==> config.mk <==
export PLATFORM = sky130hd
export DESIGN_NAME = csv_field_tokenizer_top
export DESIGN_NICKNAME = d
export VERILOG_FILES = /design/src/rtl/cft_pkg.sv /design/src/rtl/cft_number.sv /design/src/rtl/csv_field_tokenizer_top.sv
export SDC_FILE = /design/constraint.sdc
export NUM_CORES = 1
export LEC_CHECK = 0
export ABC_AREA = 1
export BUFFER_PORTS_ARGS = -buffer_cell sky130_fd_sc_hd__buf_4
export CORE_UTILIZATION = 35
export CTS_BUF_LIST = sky130_fd_sc_hd__clkbuf_8 sky130_fd_sc_hd__clkbuf_16
export CTS_CLUSTER_SIZE = 20
export DETAILED_ROUTE_END_ITERATION = 8
export HOLD_SLACK_MARGIN = 0.08
export PLACE_DENSITY = 0.51
export SLEW_MARGIN = 20
export SYNTH_ARGS = -nofsm -noshare
export SYNTH_HDL_FRONTEND = slang
export SYNTH_SLANG_ARGS = --single-unit
==> constraint.sdc <==
create_clock -name aclk -period 7.3 [get_ports aclk]
set_clock_uncertainty 0.05 [all_clocks]
set_input_delay 0 -clock aclk [delete_from_list [all_inputs] [get_ports aclk]]
set_output_delay 0 -clock aclk [all_outputs]
set_load 0.005 [all_outputs]
==> src/rtl/cft_pkg.sv <==
`timescale 1ns / 1ps

package cft_pkg;

    localparam int ACC_W  = 60;
    localparam int MANT_W = 61;
    localparam int FRAC_W = 5;

    localparam logic [63:0] MANT_MAX = 64'd999999999999999999;

    localparam logic [7:0] CH_QUOTE   = 8'h22;
    localparam logic [7:0] CH_COMMA   = 8'h2C;
    localparam logic [7:0] CH_NEWLINE = 8'h0A;
    localparam logic [7:0] CH_SPACE   = 8'h20;
    localparam logic [7:0] CH_MINUS   = 8'h2D;
    localparam logic [7:0] CH_POINT   = 8'h2E;
    localparam logic [7:0] CH_ZERO    = 8'h30;
    localparam logic [7:0] CH_NINE    = 8'h39;

    localparam logic [1:0] TYPE_TEXT    = 2'd0;
    localparam logic [1:0] TYPE_INTEGER = 2'd1;
    localparam logic [1:0] TYPE_DECIMAL = 2'd2;

    // Number view of the field so far, as seen by the end item
    typedef struct packed {
        logic                     numeric;
        logic                     point;
        logic signed [MANT_W-1:0] mantissa;
        logic [FRAC_W-1:0]        places;
    } num_view_t;

endpackage

==> src/rtl/cft_number.sv <==
`timescale 1ns / 1ps

module cft_number
    import cft_pkg::*;
#(
    parameter int MAX_FRACTION_DIGITS = 18
) (
    input  logic       aclk,
    input  logic       aresetn,
    input  logic       step,
    input  logic       clear,
    input  logic [7:0] char_in,
    output num_view_t  view
);

    logic              numeric_reg, numeric_next;
    logic              point_reg, point_next;
    logic              started_reg, started_next;
    logic              ended_reg, ended_next;
    logic              neg_reg, neg_next;
    logic [ACC_W-1:0]  acc_reg, acc_next;
    logic [FRAC_W-1:0] frac_reg, frac_next;

    logic        is_digit;
    logic        is_letter;
    logic [63:0] acc_x10;
    logic [63:0] acc_sum;

    assign is_digit  = (char_in >= CH_ZERO) && (char_in <= CH_NINE);
    assign is_letter = ((char_in >= 8'h41) && (char_in <= 8'h5A)) ||
                       ((char_in >= 8'h61) && (char_in <= 8'h7A));

    // times ten as two shifted adds, then the new digit
    assign acc_x10 = {1'b0, acc_reg, 3'b000} + {3'b000, acc_reg, 1'b0};
    assign acc_sum = acc_x10 + {60'd0, 4'(char_in - CH_ZERO)};

    always_comb begin
        numeric_next = numeric_reg;
        point_next   = point_reg;
        started_next = started_reg;
        ended_next   = ended_reg;
        neg_next     = neg_reg;
        acc_next     = acc_reg;
        frac_next    = frac_reg;
        if (clear) begin
            numeric_next = 1'b1;
            point_next   = 1'b0;
            started_next = 1'b0;
            ended_next   = 1'b0;
            neg_next     = 1'b0;
            acc_next     = '0;
            frac_next    = '0;
        end else if (step) begin
            if (is_letter) begin
                numeric_next = 1'b0;
            end
            if ((char_in == CH_MINUS) && numeric_next && !started_reg) begin
                neg_next = !neg_reg;
            end
            if ((char_in == CH_POINT) && numeric_next) begin
                if (!point_reg) begin
                    point_next = 1'b1;
                end else begin
                    numeric_next = 1'b0;
                    ended_next   = 1'b1;
                end
            end
            if (is_digit && numeric_next && ended_next) begin
                numeric_next = 1'b0;
            end else if (is_digit && numeric_next) begin
                started_next = 1'b1;
                if (!point_next || (frac_reg < FRAC_W'(MAX_FRACTION_DIGITS))) begin
                    acc_next = (acc_sum > MANT_MAX) ? MANT_MAX[ACC_W-1:0]
                                                    : acc_sum[ACC_W-1:0];
                    if (point_next) begin
                        frac_next = frac_reg + 1'b1;
                    end
                end
            end else if (((char_in == CH_QUOTE) || (char_in == CH_SPACE)) &&
                         numeric_next && started_next && !ended_next) begin
                ended_next = 1'b1;
            end
        end
    end

    always_ff @(posedge aclk) begin
        if (!aresetn) begin
            numeric_reg <= 1'b1;
            point_reg   <= 1'b0;
            started_reg <= 1'b0;
            ended_reg   <= 1'b0;
            neg_reg     <= 1'b0;
            acc_reg     <= '0;
            frac_reg    <= '0;
        end else begin
            numeric_reg <= numeric_next;
            point_reg   <= point_next;
            started_reg <= started_next;
            ended_reg   <= ended_next;
            neg_reg     <= neg_next;
            acc_reg     <= acc_next;
            frac_reg    <= frac_next;
        end
    end

    always_comb begin
        view.numeric  = numeric_reg;
        view.point    = point_reg;
        view.mantissa = neg_reg ? -$signed({1'b0, acc_reg}) : $signed({1'b0, acc_reg});
        view.places   = frac_reg;
    end

endmodule

==> src/rtl/csv_field_tokenizer_top.sv <==
`timescale 1ns / 1ps
// Channel   Direction  Handshake          Payload
// s_        in         s_valid/s_ready    s_byte_in: one CSV byte
// m_        out        m_valid/m_ready    text byte or end-of-field item
//
// One byte is taken per cycle while s_ready is high; each byte's item (if any)
// appears in the output register on the next cycle. The limit is the
// state update (times-ten add and saturate compare on the 60-bit accumulator).
// Reset (aresetn low, synchronous) returns to the header row with an empty field.
// While the output register holds an item that is not taken, s_ready stays low.

module csv_field_tokenizer_top
    import cft_pkg::*;
#(
    parameter int MAX_HELD_SPACES     = 255,
    parameter int MAX_FRACTION_DIGITS = 18
) (
    input  logic                     aclk,
    input  logic                     aresetn,
    input  logic                     s_valid,
    output logic                     s_ready,
    input  logic [7:0]               s_byte_in,
    output logic                     m_valid,
    input  logic                     m_ready,
    output logic                     m_end_of_field,
    output logic [7:0]               m_text_byte,
    output logic [7:0]               m_spaces_before,
    output logic                     m_end_of_row,
    output logic                     m_header_row,
    output logic [1:0]               m_field_type,
    output logic signed [MANT_W-1:0] m_mantissa,
    output logic [FRAC_W-1:0]        m_decimal_places
);

    localparam int HELD_W = $clog2(MAX_HELD_SPACES + 1);

    logic              header_reg, header_next;
    logic              quotes_reg, quotes_next;
    logic              pending_reg, pending_next;
    logic              quoted_reg, quoted_next;
    logic              started_reg, started_next;
    logic [HELD_W-1:0] held_reg, held_next;

    logic                     m_valid_reg, m_valid_next;
    logic                     eof_reg;
    logic [7:0]               text_reg;
    logic [7:0]               spaces_reg;
    logic                     eor_reg;
    logic                     hdr_reg;
    logic [1:0]               type_reg;
    logic signed [MANT_W-1:0] mant_reg;
    logic [FRAC_W-1:0]        places_reg;

    logic              accept;
    logic              do_text;
    logic              do_end;
    logic              row_end;
    logic [HELD_W-1:0] sp_raw;
    logic [16:0]       sp_wide;
    logic [7:0]        sp_sat;
    logic [1:0]        type_out;
    logic signed [MANT_W-1:0] mant_out;
    logic [FRAC_W-1:0] places_out;
    num_view_t         num;

    assign s_ready = !m_valid_reg || m_ready;
    assign accept  = s_valid && s_ready;

    cft_number #(
        .MAX_FRACTION_DIGITS(MAX_FRACTION_DIGITS)
    ) u_number (
        .aclk    (aclk),
        .aresetn (aresetn),
        .step    (accept && header_reg == 1'b0),
        .clear   (accept && do_end),
        .char_in (s_byte_in),
        .view    (num)
    );

    always_comb begin
        header_next  = header_reg;
        quotes_next  = quotes_reg;
        pending_next = pending_reg;
        quoted_next  = quoted_reg;
        started_next = started_reg;
        held_next    = held_reg;
        do_text      = 1'b0;
        do_end       = 1'b0;
        row_end      = 1'b0;
        sp_raw       = '0;

        if (quotes_reg && pending_reg) begin
            // doubled quote gives a literal; anything else closes the quotes
            if (s_byte_in == CH_QUOTE) begin
                do_text = 1'b1;
            end
        end else if (quotes_reg) begin
            if (s_byte_in != CH_QUOTE) begin
                do_text = 1'b1;
            end
        end else if (s_byte_in == CH_COMMA) begin
            do_end = 1'b1;
        end else if (s_byte_in == CH_NEWLINE) begin
            do_end  = 1'b1;
            row_end = 1'b1;
        end else if (s_byte_in != CH_QUOTE && s_byte_in != CH_SPACE) begin
            do_text = 1'b1;
        end

        if (accept) begin
            if (quotes_reg && pending_reg) begin
                pending_next = 1'b0;
                if (s_byte_in != CH_QUOTE) begin
                    quotes_next = 1'b0;
                end
            end else if (quotes_reg) begin
                if (s_byte_in == CH_QUOTE) begin
                    pending_next = 1'b1;
                end
            end
            if (!quotes_reg || (pending_reg && s_byte_in != CH_QUOTE)) begin
                if (s_byte_in == CH_QUOTE) begin
                    quotes_next = 1'b1;
                    quoted_next = 1'b1;
                end else if (s_byte_in == CH_SPACE) begin
                    if (held_reg < HELD_W'(MAX_HELD_SPACES)) begin
                        held_next = held_reg + 1'b1;
                    end
                end
            end
        end

        // also covers the quote-closing byte, which falls through above
        if (quotes_reg && pending_reg && s_byte_in != CH_QUOTE) begin
            if (s_byte_in == CH_COMMA) begin
                do_end = 1'b1;
            end else if (s_byte_in == CH_NEWLINE) begin
                do_end  = 1'b1;
                row_end = 1'b1;
            end else if (s_byte_in != CH_SPACE) begin
                do_text = 1'b1;
            end
        end

        if (do_text) begin
            sp_raw = (started_reg || quoted_reg) ? held_reg : '0;
        end else if (do_end) begin
            sp_raw = quoted_reg ? held_reg : '0;
        end

        if (accept && do_text) begin
            held_next    = '0;
            started_next = 1'b1;
        end
        if (accept && do_end) begin
            quoted_next  = 1'b0;
            started_next = 1'b0;
            held_next    = '0;
            if (row_end) begin
                header_next = 1'b0;
            end
        end
    end

    assign sp_wide = 17'(sp_raw);
    assign sp_sat  = (sp_wide > 17'd255) ? 8'd255 : sp_wide[7:0];

    always_comb begin
        type_out   = TYPE_TEXT;
        mant_out   = '0;
        places_out = '0;
        if (!header_reg && num.numeric) begin
            mant_out = num.mantissa;
            if (num.point) begin
                type_out   = TYPE_DECIMAL;
                places_out = num.places;
            end else begin
                type_out = TYPE_INTEGER;
            end
        end
    end

    always_comb begin
        if (accept && (do_text || do_end)) begin
            m_valid_next = 1'b1;
        end else if (m_ready) begin
            m_valid_next = 1'b0;
        end else begin
            m_valid_next = m_valid_reg;
        end
    end

    always_ff @(posedge aclk) begin
        if (!aresetn) begin
            header_reg  <= 1'b1;
            quotes_reg  <= 1'b0;
            pending_reg <= 1'b0;
            quoted_reg  <= 1'b0;
            started_reg <= 1'b0;
            held_reg    <= '0;
            m_valid_reg <= 1'b0;
        end else begin
            header_reg  <= header_next;
            quotes_reg  <= quotes_next;
            pending_reg <= pending_next;
            quoted_reg  <= quoted_next;
            started_reg <= started_next;
            held_reg    <= held_next;
            m_valid_reg <= m_valid_next;
        end
    end

    always_ff @(posedge aclk) begin
        if (accept && (do_text || do_end)) begin
            eof_reg    <= do_end;
            text_reg   <= do_text ? s_byte_in : 8'd0;
            spaces_reg <= sp_sat;
            eor_reg    <= row_end;
            hdr_reg    <= header_reg;
            type_reg   <= do_end ? type_out : TYPE_TEXT;
            mant_reg   <= do_end ? mant_out : '0;
            places_reg <= do_end ? places_out : '0;
        end
    end

    assign m_valid          = m_valid_reg;
    assign m_end_of_field   = eof_reg;
    assign m_text_byte      = text_reg;
    assign m_spaces_before  = spaces_reg;
    assign m_end_of_row     = eor_reg;
    assign m_header_row     = hdr_reg;
    assign m_field_type     = type_reg;
    assign m_mantissa       = mant_reg;
    assign m_decimal_places = places_reg;

endmodule
# Word level (Yosys, flattened, before mapping)
# Cells that the tools add are included.
[op_classes]
n_eq_ne = 8
bitwise = 4
n_mul = 0
n_div = 0
reduce_logical = 51
shifts = 0
mux = 58
n_lt_le_gt_ge = 10
addsub = 6
[ops]
columns = ["cell", "n"]
rows = [
  ["two-way mux 60 bit", 2],
  ["adder 63 x 61 -> 64 bit", 1],
  ["adder 64 x 4 -> 64 bit", 1],
  ["> comparator 64 x 60 -> 1 bit, second input constant", 1],
  ["negator 60 -> 61 bit", 1],
  ["two-way mux 1 bit", 51],
  ["equality test 8 x 6 -> 1 bit, second input constant", 5],
  ["two-way mux 8 bit", 4],
  ["logical AND 1 bit", 21],
  [">= comparator 8 x 7 -> 1 bit, second input constant", 2],
  ["less-or-equal comparator 8 x 7 -> 1 bit, second input constant", 2],
  ["!= test 8 x 6 -> 1 bit, second input constant", 2],
  ["AND reduction 3 bit", 5],
  ["AND reduction 5 bit", 2],
  ["adder 8 x 1 -> 8 bit, second input constant", 1],
  ["equality test 8 x 4 -> 1 bit, second input constant", 1],
  [">= comparator 8 x 6 -> 1 bit, second input constant", 1],
  ["> comparator 8 bit, second input constant", 1],
  ["less-or-equal comparator 8 x 6 -> 1 bit, second input constant", 1],
  ["< comparator 8 bit, second input constant", 1],
  ["zero test 1 bit", 7],
  ["logical OR 1 bit", 7],
  ["AND reduction 2 bit", 3],
  ["nonzero test 2 bit", 3],
  ["8 further kinds", 11],
]
[totals]
mem_bits_ro = 0
ff_bits = 171
ram_bits = 0
memories = 0
latch_bits = 0
in_bits = 12
out_inout_bits = 89

# Depth between registers and ports, before layout
[depth]
depth_word = 20
depth_mapped = 26
mapped_depth_nobuf = 25

# Cells and area by module
# From an unflattened synthesis, not the netlist that was laid out.
[unflattened]
cells_unflattened = 2442
area_unflattened_um2 = 16221.8
[modules_own_cells]
columns = ["module", "cells_per_inst", "seq_area_each_um2", "area_per_inst_um2", "instances"]
rows = [
  ["cft_number", 2019, 1401.3, 11325.9, 1],
  ["csv_field_tokenizer_top", 423, 2892.8, 4895.9, 1],
]

# Least setup slack after synthesis
# OpenSTA, ideal clock, no wires.
[synth_path]
path_kind = "in2reg"
start = "in s_byte_in[7]"
end = "reg places_reg[0] (netlist: m_decimal_places[0]) (enable)"
path_slack_ns = 3.991
cell_stages = 10
arrival_time_ns = 2.412
path_buffers = 0
required_ns = 6.403
path_cell_list = "nor3_2 nand2_1 nor3_2 nor2_1 nor2_2 inv_1 nand2_1 inv_1 nand2_1 nand2_1"
[synth_via]
word_cells_on_any_way = 27
classes_between = "5 x eq/ne; 18 x mux; 4 x reduce/logical"
[synth_rtl]
columns = ["item", "line", "rtl"]
rows = [
  ["start, declared", "csv_field_tokenizer_top.sv:22", "input logic [7:0] s_byte_in,"],
  ["equality test 8 x 4 -> 1 bit", "csv_field_tokenizer_top.sv:103, csv_field_tokenizer_top.sv:137", ""],
  ["two-way mux 1 bit", "csv_field_tokenizer_top.sv:103", "end else if (s_byte_in == CH_NEWLINE) begin"],
  ["two-way mux 1 bit", "csv_field_tokenizer_top.sv:101", "end else if (s_byte_in == CH_COMMA) begin"],
  ["two-way mux 1 bit", "csv_field_tokenizer_top.sv:97", "end else if (quotes_reg) begin"],
  ["two-way mux 1 bit", "csv_field_tokenizer_top.sv:92", "if (quotes_reg && pending_reg) begin"],
  ["two-way mux 1 bit", "csv_field_tokenizer_top.sv:137", "end else if (s_byte_in == CH_NEWLINE) begin"],
  ["two-way mux 1 bit", "csv_field_tokenizer_top.sv:135", "if (s_byte_in == CH_COMMA) begin"],
  ["two-way mux 1 bit *", "csv_field_tokenizer_top.sv:134", "if (quotes_reg && pending_reg && s_byte_in != CH_QUOTE) begin"],
  ["named net do_end", "csv_field_tokenizer_top.sv:56", "logic do_end;"],
  ["logical OR 1 bit *", "csv_field_tokenizer_top.sv:214", "if (accept && (do_text || do_end)) begin"],
  ["logical AND 1 bit *", "csv_field_tokenizer_top.sv:214", ""],
  ["end signal, assigned", "csv_field_tokenizer_top.sv:222", "places_reg <= do_end ? places_out : '0;"],
  ["end, declared", "csv_field_tokenizer_top.sv:52", "logic [FRAC_W-1:0] places_reg;"],
]
# The timed path passes the listed nets; every way through them passes the cells marked *.
# A chain may end at the register's enable or synchronous reset.

# Worst setup path after layout
[layout_path]
start = "reg u_number.acc_reg[48]"
end = "reg u_number.acc_reg[31]"
[layout_via]
elab_chain_len = 4
[layout_rtl]
columns = ["item", "line", "rtl"]
rows = [
  ["start, declared", "cft_number.sv:21", "logic [ACC_W-1:0] acc_reg, acc_next;"],
  ["start signal, assigned", "cft_number.sv:101", "acc_reg <= acc_next;"],
  ["adder 63 x 61 -> 64 bit", "cft_number.sv:34", "assign acc_x10 = {1'b0, acc_reg, 3'b000} + {3'b000, acc_reg, 1'b0};"],
  ["adder 64 x 4 -> 64 bit", "cft_number.sv:35", "assign acc_sum = acc_x10 + {60'd0, 4'(char_in - CH_ZERO)};"],
  ["> comparator 64 x 60 -> 1 bit", "cft_number.sv:73", "acc_next = (acc_sum > MANT_MAX) ? MANT_MAX[ACC_W-1:0]"],
  ["two-way mux 60 bit", "cft_number.sv:73", ""],
]
# Every way passes these cells.

==> impl_metrics.yaml <==
grt:
  track_usage_pct: 24.4
  overflow: 0
  gr-usage-met1_pct: 35.2
  grtUsageMet2_pct: 38.3
  grt_pass1_vias: 14300
  antenna_found_initial: 0
  grt-busiest-layer: "met2"
  grt_max_degree: 88
  grt_util_met3_pct: 2.43
  grt_pass1_wl_um: 81700
logic_synthesis:
  synth-compound-area-share_pct: 10.4
  netlist_instances: 2375
  synth_mux_area_share_pct: 0
  ys_seq_area_share_pct: 28.6
  synth_fp_nets: 2511
  yosysWarningCount: 0
  synthFlopType: "edfxtp_1"
  synth-async-reset-ratio_pct: 0
  synth-edff-count: 87
  synth_fa_ha_area_share_pct: 10.4
  synth.avg_cell_area_um2: 6.31
  synth-simple-area-share_pct: 36.9
  synth_top_family_by_area: "simple AND/OR/NAND/NOR gates"
  yosysTopAreaCell: "nand2_1"
  synth_top_area_share_pct: 18.4
  synthTopCellsByCount: "735 x nand2_1, 376 x inv_1, 325 x nor2_1"
  synth_seq_cells: 171
  synth_xor_area_share_pct: 2.45
  synth_cell_types: 48
  synth_most_common_cell: "nand2_1"
  syn-cell-area_um2: 15000
  synth_area_leaders: "nand2_1 18%, edfxtp_1 17%, dfxtp_1 11%"
power_and_ir_drop:
  p_comb_share_pct: 4.1
  p_int_w: 0.00173
  p_clk_share_pct: 47.9
  pwr-share-seq_pct: 47.9
  p_total_w: 0.00218
  ir_drop_uv: 140
  pwr_density_cell_nw_per_um2: 128
  p_leak_nw: 8.58
  swShare_pct: 20.6
  switchingPower_w: 0.000449
routing:
  drc: 0
  dr.pass1.iters: 6
  via_per_inst: 4.98
  routed_wl_um: 52700
  wl_per_cell_um: 17.4
  num_vias: 15000
  ant_nets: 0
  drt_iter0_markers: 1126
clocking:
  clock_path_buffers: 2
  clkLatencyLatePin_ns: 0.45
  cts-root-buf: "clkbuf_16"
  post_cts_buffers: 0
  numClockSinks: 171
  cts_tree: "done"
  cts_buffers: 17
  ctsResizeCount: 0
  htreeDepth: 4
  clk_pin_slew_ns: 0.07
placement:
  port_buffers: 100
  dp.cells: 2974
  routabilityCongestion: 0.987
  dpl.hpwl_um: 44000
outcome:
  status: "completed"
worst_setup_path:
  setup.worst_path.end_class: "flop"
  cp_cell_sequence: "ha_1 > ha_1 > nand2_1 > nor2_2 > nand2_1 > nor4_1 > nand2_1 > nand3_1 > nand2_1 > nand2_1 > nor2_1 > nand2_1 > nor2_2 > nand3_1 > nand3_2 > nor2_1 > nor2_1"
  criticalPathCategory: "flop to flop"
  critical_path.slowest_cell: "nand3_2"
  path_common_cell: "nand2_1"
  cp.required_ns: 7.58
  crit_fanout: 41
  crit_path_start_kind: "flop"
  arrival_ns: 5.48
  critPathMaxStageDelay_ns: 0.95
finish:
  final_cells: 3019
  antenna-diode-count: 0
  nets: 2603
  area_growth_pct: 13.7
  largest_reg_flops: 61
  drive_above_1_share_pct: 7.74
  postLayoutCoreUtil_pct: 40.5
timing:
  finalCriticalPeriod_ns: 5.21
  worst_slew_pin_slew_ns: 1.04
  hold_viol: 0
  setup_violations: 0
  hold_ws_ns: 0.278
  fmax_mhz: 192
  slew_violations: 0
  finalSetupTns_ns: 0
  relSlewSlack_pct: 30.7
  rsz0062_at_grt: "false"
  fin_crit_sh_pct: 71.3
worst_hold_path:
  hold_class: "input port to flop"
floorplanning:
  die_area_um2: 43700
  chipWidth_um: 209
  pin_count: 101
  die_h_um: 209
  rows: 75
  fp.coreArea_um2: 42100
  initial_core_util_pct: 35.6
run:
  cap_violations: 0
-- worst paths after layout --
check,endpoint,slack [ns],cells past startpoint,start
min reg2reg,u_number.ended_reg$_SDFFE_PP0P_,0.41,2,u_number.ended_reg$_SDFFE_PP0P_
max,u_number.acc_reg[31]$_SDFFE_PP0P_,2.09,17,u_number.acc_reg[48]$_SDFFE_PP0P_
min,m_text_byte[4]$_SDFFCE_PP0P_,0.28,2,s_byte_in[4]
max reg2reg,u_number.acc_reg[31]$_SDFFE_PP0P_,2.09,17,u_number.acc_reg[48]$_SDFFE_PP0P_
-- power by group through the flow --
stage | Clock (W) | Combinational (W) | Sequential [W]
after CTS | 0.00106 | 0.0000919 | 0.00105
after global placement | 0 | 0.0000860 | 0.00107
final | 0.00104 | 0.0000904 | 0.00104
after detailed placement | 0 | 0.0000864 | 0.00107
after floorplan | 0 | 0.0000275 | 0.00107
after global routing | 0.00110 | 0.0000989 | 0.00105
-- cells in the final DEF (no fill, tap or decap), types with 5 or more instances in the layout --
cell type        n
a21oi_1        129
a31oi_1          5
buf_4          107
bufinv_16        6
clkbuf_16       17
dfxtp_1         83
dlygate4sd3_1   13
edfxtp_1        87
ha_1           122
inv_1          376
nand2_1        734
nand2_2          7
nand3_1        108
nand3b_1        10
nand4_1         43
nor2_1         325
nor2_2          18
nor3_1          37
nor3_2           9
nor3b_1          6
nor4_1           8
o21a_1          11
o21ai_0        114
o21bai_1        12
xnor2_1         23
xor2_1          19
-- critical path: cells and delay by family (launching register included) --
family,cells,cell delay [ns]
adders and majority gates,2,0.78
DFF,1,0.59
and+or+nand+nor,15,3.66
-- metal layers --
| layer | up-vias | wire (µm) |
|---|---|---|
| met1 | 6846 | 26400 |
| met2 | 375 | 22700 |
| met5 | - | 0 |
| li1 | 7763 | - |
| met4 | 0 | 1180 |
| met3 | 49 | 2360 |
-- area by class of cell --
class | count | area, µm²
fillers | 4555 | 25100
clock inverters | 14 | 239
well taps | 539 | 674
multi-input cells | 1777 | 9040
repair buffers | 120 | 933
inverters | 380 | 1430
flip-flops and latches | 171 | 4300
clock buffers | 18 | 439
-- repair_timing --
item / CTS / global route
endpoints found under the hold margin: 29 / 0
hold buffers: 13 / 0
setup endpoints to repair: 0 / 0
-- logic make-up (layout without fill, tap and decap cells) --
group                    after synthesis  count (layout)
AND/OR/NAND/NOR                     1323            1323
flip-flops                           171             171
buffers and inverters                427             532
AO/OA/AOI/OAI                        288             288
adder cells (fa/ha/maj)              124             124
XOR/XNOR                              42              42
-- through the flow --
stage          instance area [µm²]  setup WS (ns)
6_report                     17000           2.09
5_1_grt                      17000           1.64
4_1_cts                      17000           2.06
3_5_place_dp                 16200           2.09
3_3_place_gp                 16200           2.15
2_1_floorplan                15000           3.99
Note: power is estimated with default switching activity, not from simulation.
